## src/hdl/cst_pkg.sv

```systemverilog
package cst_pkg;

    // result kind codes
    typedef enum logic [1:0] {
        KIND_DATA   = 2'd0,
        KIND_FIELD  = 2'd1,
        KIND_RECORD = 2'd2
    } t_kind;

    // one result beat
    typedef struct packed {
        t_kind      kind;
        logic [7:0] data;
        logic       last;
    } t_token;

    localparam logic [7:0] CH_QUOTE = 8'h22;
    localparam logic [7:0] CH_HASH  = 8'h23;
    localparam logic [7:0] CH_NL    = 8'h0A;

    localparam logic [7:0] SEP_RESET = 8'h2C;

endpackage

```

## src/hdl/csv_stream_tokenizer_top.sv

```systemverilog
// Each result beat is written into the result queue as its byte is accepted; the output reads the
// queue head combinationally. Throughput: one input byte per cycle while the queue has room and
// bytes give at most one result each; a byte that gives two results (a record closed by stream
// end) writes both into the four-entry result queue, which accepts a byte whenever at least two
// entries are free. Reset (synchronous, active low): parser flags go to line start, queue empties,
// separator returns to ','.
module csv_stream_tokenizer_top (
    input  logic       i_clk,
    input  logic       i_rst_n,
    // input channel
    input  logic       i_in_valid,
    output logic       o_in_stall,
    input  logic [7:0] i_text_byte,
    input  logic       i_stream_end,
    // output channel
    output logic       o_out_valid,
    input  logic       i_out_stall,
    output logic [1:0] o_token_kind,
    output logic [7:0] o_field_byte,
    output logic       o_run_last,
    // configuration channel
    input  logic       i_cfg_valid,
    output logic       o_cfg_ready,
    input  logic [7:0] i_cfg_data
);

    logic [7:0] r_sep;
    logic       r_quoted, r_pending, r_line_start, r_comment;
    logic       n_quoted, n_pending, n_line_start, n_comment;

    cst_pkg::t_token r_queue [4];
    logic [1:0]      r_wr_ptr, r_rd_ptr;
    logic [2:0]      r_count;

    cst_pkg::t_token tok0, tok1;
    logic [1:0]      num_res;
    logic            in_accept, out_accept;
    logic            done;

    assign o_cfg_ready = 1'b1;
    assign o_in_stall  = (r_count > 3'd2);
    assign in_accept   = i_in_valid && !o_in_stall;
    assign o_out_valid = (r_count != 3'd0);
    assign out_accept  = o_out_valid && !i_out_stall;

    // separator register
    always_ff @(posedge i_clk) begin
        if (!i_rst_n) begin
            r_sep <= cst_pkg::SEP_RESET;
        end else if (i_cfg_valid && o_cfg_ready) begin
            r_sep <= i_cfg_data;
        end
    end

    // parse one byte into up to two results
    always_comb begin
        n_quoted     = r_quoted;
        n_pending    = r_pending;
        n_line_start = r_line_start;
        n_comment    = r_comment;
        num_res      = 2'd0;
        done         = 1'b0;
        tok0         = '{kind: cst_pkg::KIND_DATA, data: 8'd0, last: 1'b1};
        tok1         = '{kind: cst_pkg::KIND_RECORD, data: 8'd0, last: 1'b1};

        if (r_comment) begin
            if (i_text_byte == cst_pkg::CH_NL) begin
                n_comment    = 1'b0;
                n_line_start = 1'b1;
            end
        end else if (r_line_start && !r_quoted && i_text_byte == cst_pkg::CH_NL) begin
            // empty line dropped
        end else if (r_line_start && !r_quoted && i_text_byte == cst_pkg::CH_HASH) begin
            n_comment    = 1'b1;
            n_line_start = 1'b0;
        end else begin
            // resolve a pending quote first
            if (r_pending) begin
                n_pending = 1'b0;
                if (i_text_byte == cst_pkg::CH_QUOTE) begin
                    n_line_start = 1'b0;
                    tok0.kind    = cst_pkg::KIND_DATA;
                    tok0.data    = cst_pkg::CH_QUOTE;
                    num_res      = 2'd1;
                    done         = 1'b1;
                end else begin
                    n_quoted = !r_quoted;
                end
            end
            if (!done) begin
                n_line_start = 1'b0;
                if (i_text_byte == cst_pkg::CH_NL) begin
                    num_res = 2'd1;
                    if (n_quoted) begin
                        tok0.kind = cst_pkg::KIND_DATA;
                        tok0.data = cst_pkg::CH_NL;
                    end else begin
                        n_line_start = 1'b1;
                        tok0.kind    = cst_pkg::KIND_RECORD;
                    end
                end else if (!n_quoted && i_text_byte == r_sep) begin
                    num_res   = 2'd1;
                    tok0.kind = cst_pkg::KIND_FIELD;
                end else if (i_text_byte == cst_pkg::CH_QUOTE) begin
                    n_pending = 1'b1;
                end else begin
                    num_res   = 2'd1;
                    tok0.kind = cst_pkg::KIND_DATA;
                    tok0.data = i_text_byte;
                end
            end
        end

        // stream end closes an open line unless a quote stays open, and clears the parser
        if (i_stream_end) begin
            if (!n_comment && !n_line_start) begin
                if (n_pending) begin
                    n_quoted = !n_quoted;
                end
                if (!n_quoted) begin
                    if (num_res == 2'd0) begin
                        tok0.kind = cst_pkg::KIND_RECORD;
                        tok0.data = 8'd0;
                        num_res   = 2'd1;
                    end else begin
                        tok0.last = 1'b0;
                        num_res   = 2'd2;
                    end
                end
            end
            n_quoted     = 1'b0;
            n_pending    = 1'b0;
            n_line_start = 1'b1;
            n_comment    = 1'b0;
        end
    end

    // parser flags
    always_ff @(posedge i_clk) begin
        if (!i_rst_n) begin
            r_quoted     <= 1'b0;
            r_pending    <= 1'b0;
            r_line_start <= 1'b1;
            r_comment    <= 1'b0;
        end else if (in_accept) begin
            r_quoted     <= n_quoted;
            r_pending    <= n_pending;
            r_line_start <= n_line_start;
            r_comment    <= n_comment;
        end
    end

    // result queue storage
    always_ff @(posedge i_clk) begin
        if (in_accept && num_res != 2'd0) begin
            r_queue[r_wr_ptr] <= tok0;
        end
        if (in_accept && num_res == 2'd2) begin
            r_queue[r_wr_ptr + 2'd1] <= tok1;
        end
    end

    // result queue pointers
    always_ff @(posedge i_clk) begin
        if (!i_rst_n) begin
            r_wr_ptr <= 2'd0;
            r_rd_ptr <= 2'd0;
            r_count  <= 3'd0;
        end else begin
            if (in_accept) begin
                r_wr_ptr <= r_wr_ptr + num_res;
            end
            if (out_accept) begin
                r_rd_ptr <= r_rd_ptr + 2'd1;
            end
            r_count <= r_count + (in_accept ? {1'b0, num_res} : 3'd0)
                       - {2'd0, out_accept};
        end
    end

    // output beat
    assign o_token_kind = r_queue[r_rd_ptr].kind;
    assign o_field_byte = r_queue[r_rd_ptr].data;
    assign o_run_last   = r_queue[r_rd_ptr].last;

`ifndef SYNTH
    a_count_bound: assert property (@(posedge i_clk) disable iff (!i_rst_n)
        r_count <= 3'd4)
        else $error("result queue overflow");

    a_end_clears: assert property (@(posedge i_clk) disable iff (!i_rst_n)
        in_accept && i_stream_end |=>
            r_line_start && !r_quoted && !r_pending && !r_comment)
        else $error("parser not cleared after stream end");

    a_comment_unquoted: assert property (@(posedge i_clk) disable iff (!i_rst_n)
        r_comment |-> !r_quoted && !r_pending)
        else $error("comment line inside quotes");

    a_stall_room: assert property (@(posedge i_clk) disable iff (!i_rst_n)
        in_accept |-> r_count <= 3'd2)
        else $error("byte accepted without queue room");
`endif

endmodule

```

## config.mk

```make
export PLATFORM = sky130hd
export DESIGN_NAME = csv_stream_tokenizer_top
export DESIGN_NICKNAME = d
export VERILOG_FILES = /design/src/hdl/cst_pkg.sv /design/src/hdl/csv_stream_tokenizer_top.sv
export SDC_FILE = /design/constraint.sdc
export NUM_CORES = 1
export LEC_CHECK = 0
export BUFFER_PORTS_ARGS = -buffer_cell sky130_fd_sc_hd__buf_2
export CELL_PAD_IN_SITES_DETAIL_PLACEMENT = 0
export CELL_PAD_IN_SITES_GLOBAL_PLACEMENT = 1
export CORE_UTILIZATION = 40
export DETAILED_ROUTE_END_ITERATION = 8
export PLACE_DENSITY = 0.8
export SLEW_MARGIN = 10
export SYNTH_ARGS = -nofsm -noshare
export SYNTH_HDL_FRONTEND = slang
export SYNTH_SLANG_ARGS = --single-unit
export TNS_END_PERCENT = 20
```

## constraint.sdc

```tcl
create_clock -name i_clk -period 5.2 [get_ports i_clk]
set_input_delay 0.52 -clock i_clk [delete_from_list [all_inputs] [get_ports i_clk]]
set_output_delay 0.52 -clock i_clk [all_outputs]
set_load 0.005 [all_outputs]
```

# == After elaboration in Yosys (flattened, before gate mapping) ==
# Memories as Yosys holds them, arrays and structs flattened. A register that Yosys moved wholly into a read port is not among the register bits.
# Index checks and enable logic that the tools add are counted.
# word_totals
inputBits,22
mem_bits_rw,44
out_inout_bits,14
mem_count,1
elab_cells,115
ff_bits,19
# op_classes
n_eq_ne,5
mux,76
order_cmp,1
n_addsub,5
n_reduce_logical,19
# mem_list
memory,words,word_bits,read_ports,rd_ports_with_merged_regs,write_ports,line_no,rtl
r_queue,4,11,1,1,2,csv_stream_tokenizer_top.sv:31,cst_pkg::t_token r_queue [4];
# op_table
operator,n
two-way mux 10 bit,7
two-way mux 1 bit,46
two-way mux 11 bit,3
two-way mux 2 bit,16
"equality test 8 x 6 -> 1 bit, second input constant",2
two-way mux 8 bit,2
two-way mux 6 bit,2
logical AND 1 bit,9
"equality test 8 x 4 -> 1 bit, second input constant",1
equality test 8 bit,1
logical NOT 1 bit,7
"adder 2 x 1 -> 2 bit, second input constant",2
adder 3 x 2 -> 3 bit,1
"greater-than comparator 3 x 2 -> 1 bit, second input constant",1
nonzero test 3 bit,1
subtractor 3 x 1 -> 3 bit,1
adder 2 bit,1
"equality test 2 bit, second input constant",1
logical NOT 2 bit,1
nonzero test 2 bit,1

# == Depth between registers and ports, before layout ==
# logic_depth
depth_word,24
depth_mapped,17
ltp_nobuf,17

# == Least setup slack after synthesis ==
# OpenSTA, ideal clock, no wires.
# synth_path
path_type,in2reg
startpoint,input port i_text_byte[2]
endpoint,register r_count[2]
slack_ns,1.467
path_stages,17
path_buffers,0
arrival_ns,3.618
setup_ns,0.115
required_ns,5.085
cell_sequence,or4b_4 > nor4_4 > o31ai_2 > a21oi_1 > o211ai_1 > o31ai_1 > ha_1 > mux2_2 > nand2_1 > ha_1 > inv_1 > ha_1 > inv_1 > fa_1 > xor2_1 > xnor2_1 > and2_1
# synth_via
elab_chain_cells,23
elab_cells_between_ends,64
classes_between,2 x add/sub; 4 x eq/ne; 49 x mux; 9 x reduce/logical
# synth_lines
item,line_no,rtl
start: declaration,csv_stream_tokenizer_top.sv:13,"input logic [7:0] i_text_byte,"
equality test 8 x 6 -> 1 bit,"csv_stream_tokenizer_top.sv:80, csv_stream_tokenizer_top.sv:104",
two-way mux 1 bit,csv_stream_tokenizer_top.sv:80,if (i_text_byte == cst_pkg::CH_QUOTE) begin
two-way mux 1 bit,csv_stream_tokenizer_top.sv:78,if (r_pending) begin
two-way mux 1 bit,csv_stream_tokenizer_top.sv:73,end else if (r_line_start && !r_quoted && i_text_byte == cst_pkg::CH_HASH) begin
two-way mux 1 bit,csv_stream_tokenizer_top.sv:71,end else if (r_line_start && !r_quoted && i_text_byte == cst_pkg::CH_NL) begin
two-way mux 1 bit,csv_stream_tokenizer_top.sv:66,if (r_comment) begin
logical NOT 1 bit,csv_stream_tokenizer_top.sv:101,end else if (!n_quoted && i_text_byte == r_sep) begin
logical AND 1 bit,csv_stream_tokenizer_top.sv:101,
[... 7 more ...],-,
two-way mux 1 bit,csv_stream_tokenizer_top.sv:116,if (!n_comment && !n_line_start) begin
two-way mux 1 bit,csv_stream_tokenizer_top.sv:115,if (i_stream_end) begin
two-way mux 2 bit,csv_stream_tokenizer_top.sv:120,if (!n_quoted) begin
two-way mux 2 bit,csv_stream_tokenizer_top.sv:116,
two-way mux 2 bit *,csv_stream_tokenizer_top.sv:115,
two-way mux 2 bit *,csv_stream_tokenizer_top.sv:176,"r_count <= r_count + (in_accept ? {1'b0, num_res} : 3'd0)"
adder 3 x 2 -> 3 bit *,csv_stream_tokenizer_top.sv:176,
subtractor 3 x 1 -> 3 bit *,csv_stream_tokenizer_top.sv:177,"- {2'd0, out_accept};"
end signal: assignment,csv_stream_tokenizer_top.sv:176,
end: declaration,csv_stream_tokenizer_top.sv:33,logic [2:0] r_count;
# Every way passes the cells marked *; elsewhere a longest branch is shown, timed or not. The select of a mux whose other input is x is not followed.
# A chain may end at the register's enable or synchronous reset.

# == Final worst setup path ==
# layout_path
startpoint,register r_quoted
endpoint,register r_count[2]
# layout_via
elab_chain_cells,23
elab_cells_between_ends,50
classes_between,2 x add/sub; 37 x mux; 11 x reduce/logical
# layout_lines
item,line_no,rtl
start: declaration,csv_stream_tokenizer_top.sv:28,"logic r_quoted, r_pending, r_line_start, r_comment;"
start signal: assignment,csv_stream_tokenizer_top.sv:146,r_quoted <= n_quoted;
logical NOT 1 bit,"csv_stream_tokenizer_top.sv:71, csv_stream_tokenizer_top.sv:73, csv_stream_tokenizer_top.sv:87",
two-way mux 1 bit,csv_stream_tokenizer_top.sv:80,
two-way mux 1 bit,csv_stream_tokenizer_top.sv:78,
two-way mux 1 bit,csv_stream_tokenizer_top.sv:73,
two-way mux 1 bit,csv_stream_tokenizer_top.sv:71,
two-way mux 1 bit,csv_stream_tokenizer_top.sv:66,
logical NOT 1 bit,csv_stream_tokenizer_top.sv:101,
logical AND 1 bit,csv_stream_tokenizer_top.sv:101,
[... 7 more ...],-,
two-way mux 1 bit,csv_stream_tokenizer_top.sv:116,
two-way mux 1 bit,csv_stream_tokenizer_top.sv:115,
two-way mux 2 bit,csv_stream_tokenizer_top.sv:120,
two-way mux 2 bit,csv_stream_tokenizer_top.sv:116,
two-way mux 2 bit *,csv_stream_tokenizer_top.sv:115,
two-way mux 2 bit *,csv_stream_tokenizer_top.sv:176,
adder 3 x 2 -> 3 bit *,csv_stream_tokenizer_top.sv:176,
subtractor 3 x 1 -> 3 bit *,csv_stream_tokenizer_top.sv:177,
# Marked as above.

==> qor.yml <==
die:
  die_h_um: 95.9
  ios: 36
  dieArea_mm2: 0.00919
  num_rows: 33
  fp.coreArea_mm2: 0.00838
  start_util_pct: 42.0
  die_w_um: 95.9
yosys:
  seq_area_frac_synth_pct: 36.9
  synth_xor_area_share_pct: 3.48
  ys_top_cells_by_count: "68 x nand2_1, 65 x dfxtp_1, 44 x mux2i_1, 14 x nor2_1, 12 x nor2b_1"
  yosysTopAreaCellShare_pct: 36.9
  synth_ff_type: "dfxtp_1"
  postSynthCellCount: 361
  synthSimpleGateAreaFrac_pct: 22.1
  synthAdderAreaFrac_pct: 2.34
  synth_top_area_cell: "dfxtp_1"
  synth_compound_gate_area_share_pct: 9.13
  synth_edf_count: 0
  syn_area_mm2: 0.00352
  ys_ff_latch: 65
  synthMuxAreaShare_pct: 21.8
  synth.most_common_cell: "nand2_1"
  synth_area_leaders: "dfxtp_1 37%, mux2i_1 13%, nand2_1 7.2%"
  synth_top_family_by_area: "simple AND/OR/NAND/NOR gates"
  synth.distinct_cells: 60
  syn_area_per_cell_um2: 9.76
  ys_async_sr_fraction_pct: 0
  ys_warn_count: 0
  synth_fp_nets: 389
timing:
  rsz0062_at_grt: "false"
  hold_viol: 0
  drv_slew: 0
  setup_viol: 0
  fin_skew_ps: 9.93
  clock.fmax_mhz: 261
  fin_crit_sh_pct: 73.7
  final.min_clock_period_ps: 3830
  tns_ps: 0
  tightestPinTransition_ps: 777
  max_slew_margin_pct: 48.2
status:
  status: "finished, final reports clean"
critical_path:
  arrival_ps: 4080
  critical_path.top_delay_family: "adder cells"
  critical_path.max_fanout: 11
  rr_worst_depth: 16
  end_kind: "flop"
  crit_top_cell: "ha_1"
  cpMaxStageDelayCell: "a31oi_1"
  worstPathRequired_ps: 5450
  critPathBufInv: 2
  path_class: "reg -> reg"
  reg2reg_to: "r_count[2]"
  crit_path_start_kind: "flop"
  rrSetupSlack_ps: 1370
  cp_cell_sequence: "nor2b_1, a31oi_1, a21oi_1, o211ai_1, o31ai_1, ha_1, mux2_2, nand2_1, ha_1, inv_1, ha_1, inv_1, fa_1, xor2_1, xnor2_1, and2_1"
  crit_cells: 16
  slowest_delay_ps: 620
  regToRegStartpoint: "r_quoted"
power_and_ir_drop:
  total_power_mw: 1.80
  p_leak_nw: 1.78
  p_per_area_mw_per_mm2: 455
  worst_ir_drop_vdd_v: 0.000168
grt:
  overflow: 0
  grt_pass1_vias: 2620
  grt_pass1_wl_um: 12800
  antenna_found_initial: 0
  grt_max_degree: 21
  grt_usage_pct: 18.6
cts:
  cts_hold_buf: 0
  cts_buffers: 9
  ctsResizeCount: 0
  cts_buffer_depth: 2
  cts_tree: "built"
  clkTransAtPathRegs_ps: 80
  clock-sinks: 65
  clock_latency_ps: 350
  h-tree-depth: 3
  root_buffer: "clkbuf_8"
  cts_setup_buffers: 0
routing:
  drtIter0Drc: 141
  num_vias: 2664
  firstDrtPassIters: 4
  drt-total-wl_um: 7790
  wire_per_inst_um: 15.5
  drc_errors: 0
  detail-route-antenna-nets: 0
  viasPerCell: 5.32
run:
  cap_violations: 0
placement:
  io_buffers: 34
  gp_congestion: 0.927
  dp.cells: 485
  place_hpwl_um: 5520
final_layout:
  nets: 419
  drive_gt1_share_pct: 22.2
  final_cell_count_no_fill: 501
  syn_to_final_growth_pct: 12.5
  num_antenna_cells: 0
  fill_cells: 801
  seqCellArea_mm2: 0.00130
  multiInputGateArea_mm2: 0.00208
min_path:
  worst_hold_path_type: "in -> reg"
  holdPathEnd: "r_sep[3]"
  holdPathStages: 3
  min-delay-start: "i_cfg_data[3]"
-- worst register-to-register path, delay by kind of cell, from the launching register on --
kind	cells	cell delay, ps
AOI/OAI and AO/OA	4	1030
xor gates and xnor gates	2	280
buffers and inverters	2	120
DFF	1	570
adders and majority gates	4	1060
muxes	1	290
and+or+nand+nor	3	400
-- routing by layer --
metal / track usage [%] / share of wire (%) / vias to the layer above / wire [um]
met5: 0 / 0 / - / 0
met4: 4.85 / 0.85 / 0 / 66
met3: 5.77 / 3.4 / 7 / 268
met2: 29.8 / 47 / 44 / 3690
met1: 24.2 / 48 / 1269 / 3760
li1: - / - / 1344 / -
-- metrics by stage --
stage | setup WS, ps | cell area [um2] | hold WS [ps] | util, %
2_1_floorplan | 1470 | 3520 | 435 | -
3_3_place_gp | 1160 | 3750 | 441 | 44.7
3_5_place_dp | 1040 | 3750 | 451 | 44.7
4_1_cts | 1350 | 3960 | 370 | 47.3
5_1_grt | 1010 | 3960 | 365 | 47.3
6_report | 1370 | 3960 | 383 | 47.3
-- how the worst max path moves through the flow --
stage | start | endpoint
floorplan | i_text_byte[2] | r_count[2]
global placement | i_text_byte[2] | r_count[2]
detailed placement | i_text_byte[3] | r_count[2]
CTS | r_quoted | r_count[2]
global route | r_quoted | r_count[2]
finish | r_quoted | r_count[2]
-- power breakdown --
part,switching (mW),internal [mW],total (mW)
logic,0.244,0.317,0.561
registers,0.116,0.664,0.779
clock network,0.214,0.250,0.464
total,0.574,1.23,1.80
-- placed cells by master (no fill, tap or decap), types with 3 or more instances in the layout --
master    instances
nand2_1          68
dfxtp_1          65
mux2i_1          44
buf_2            34
nor2_1           14
nor2b_1          12
xnor2_1          11
mux4_2           11
clkbuf_8         11
nand4_1           9
a21oi_1           9
and2_1            8
inv_1             8
nand3_1           7
o21ai_0           7
nand2b_1          5
ha_1              5
buf_4             5
a31oi_1           3
a31o_2            3
o211ai_1          3
o21ai_1           3
a311oi_1          3
xor2_1            3
mux2_4            3
clkinv_4          3
-- registers in the layout (all words and copies together) (netlist names), named ones only --
name          flops
r_queue          44
r_sep             8
r_count           3
r_rd_ptr          2
r_wr_ptr          2
r_comment         1
r_line_start      1
r_pending         1
r_quoted          1
-- kinds of logic (layout without fill, tap and decap cells) --
| kind of cell | Yosys count | count (layout) |
|---|---|---|
| adder cells (fa/ha/maj) | 6 | 6 |
| flip-flops | 65 | 65 |
| AO/OA/AOI/OAI | 42 | 42 |
| other | 1 | 1 |
| AND/OR/NAND/NOR | 144 | 144 |
| buffers and inverters | 28 | 63 |
| multiplexers | 61 | 61 |
| XOR/XNOR | 14 | 14 |
-- final cells by class --
cell class / count / area share [%]
tap: 105 / 3.32
clock buffer: 11 / 3.82
timing repair buffer: 39 / 5.24
sequential: 65 / 32.8
clock inverter: 5 / 1.61
multi-input combinational: 268 / 52.4
inverter: 8 / 0.758
Note: power is estimated with default switching activity, not from simulation.
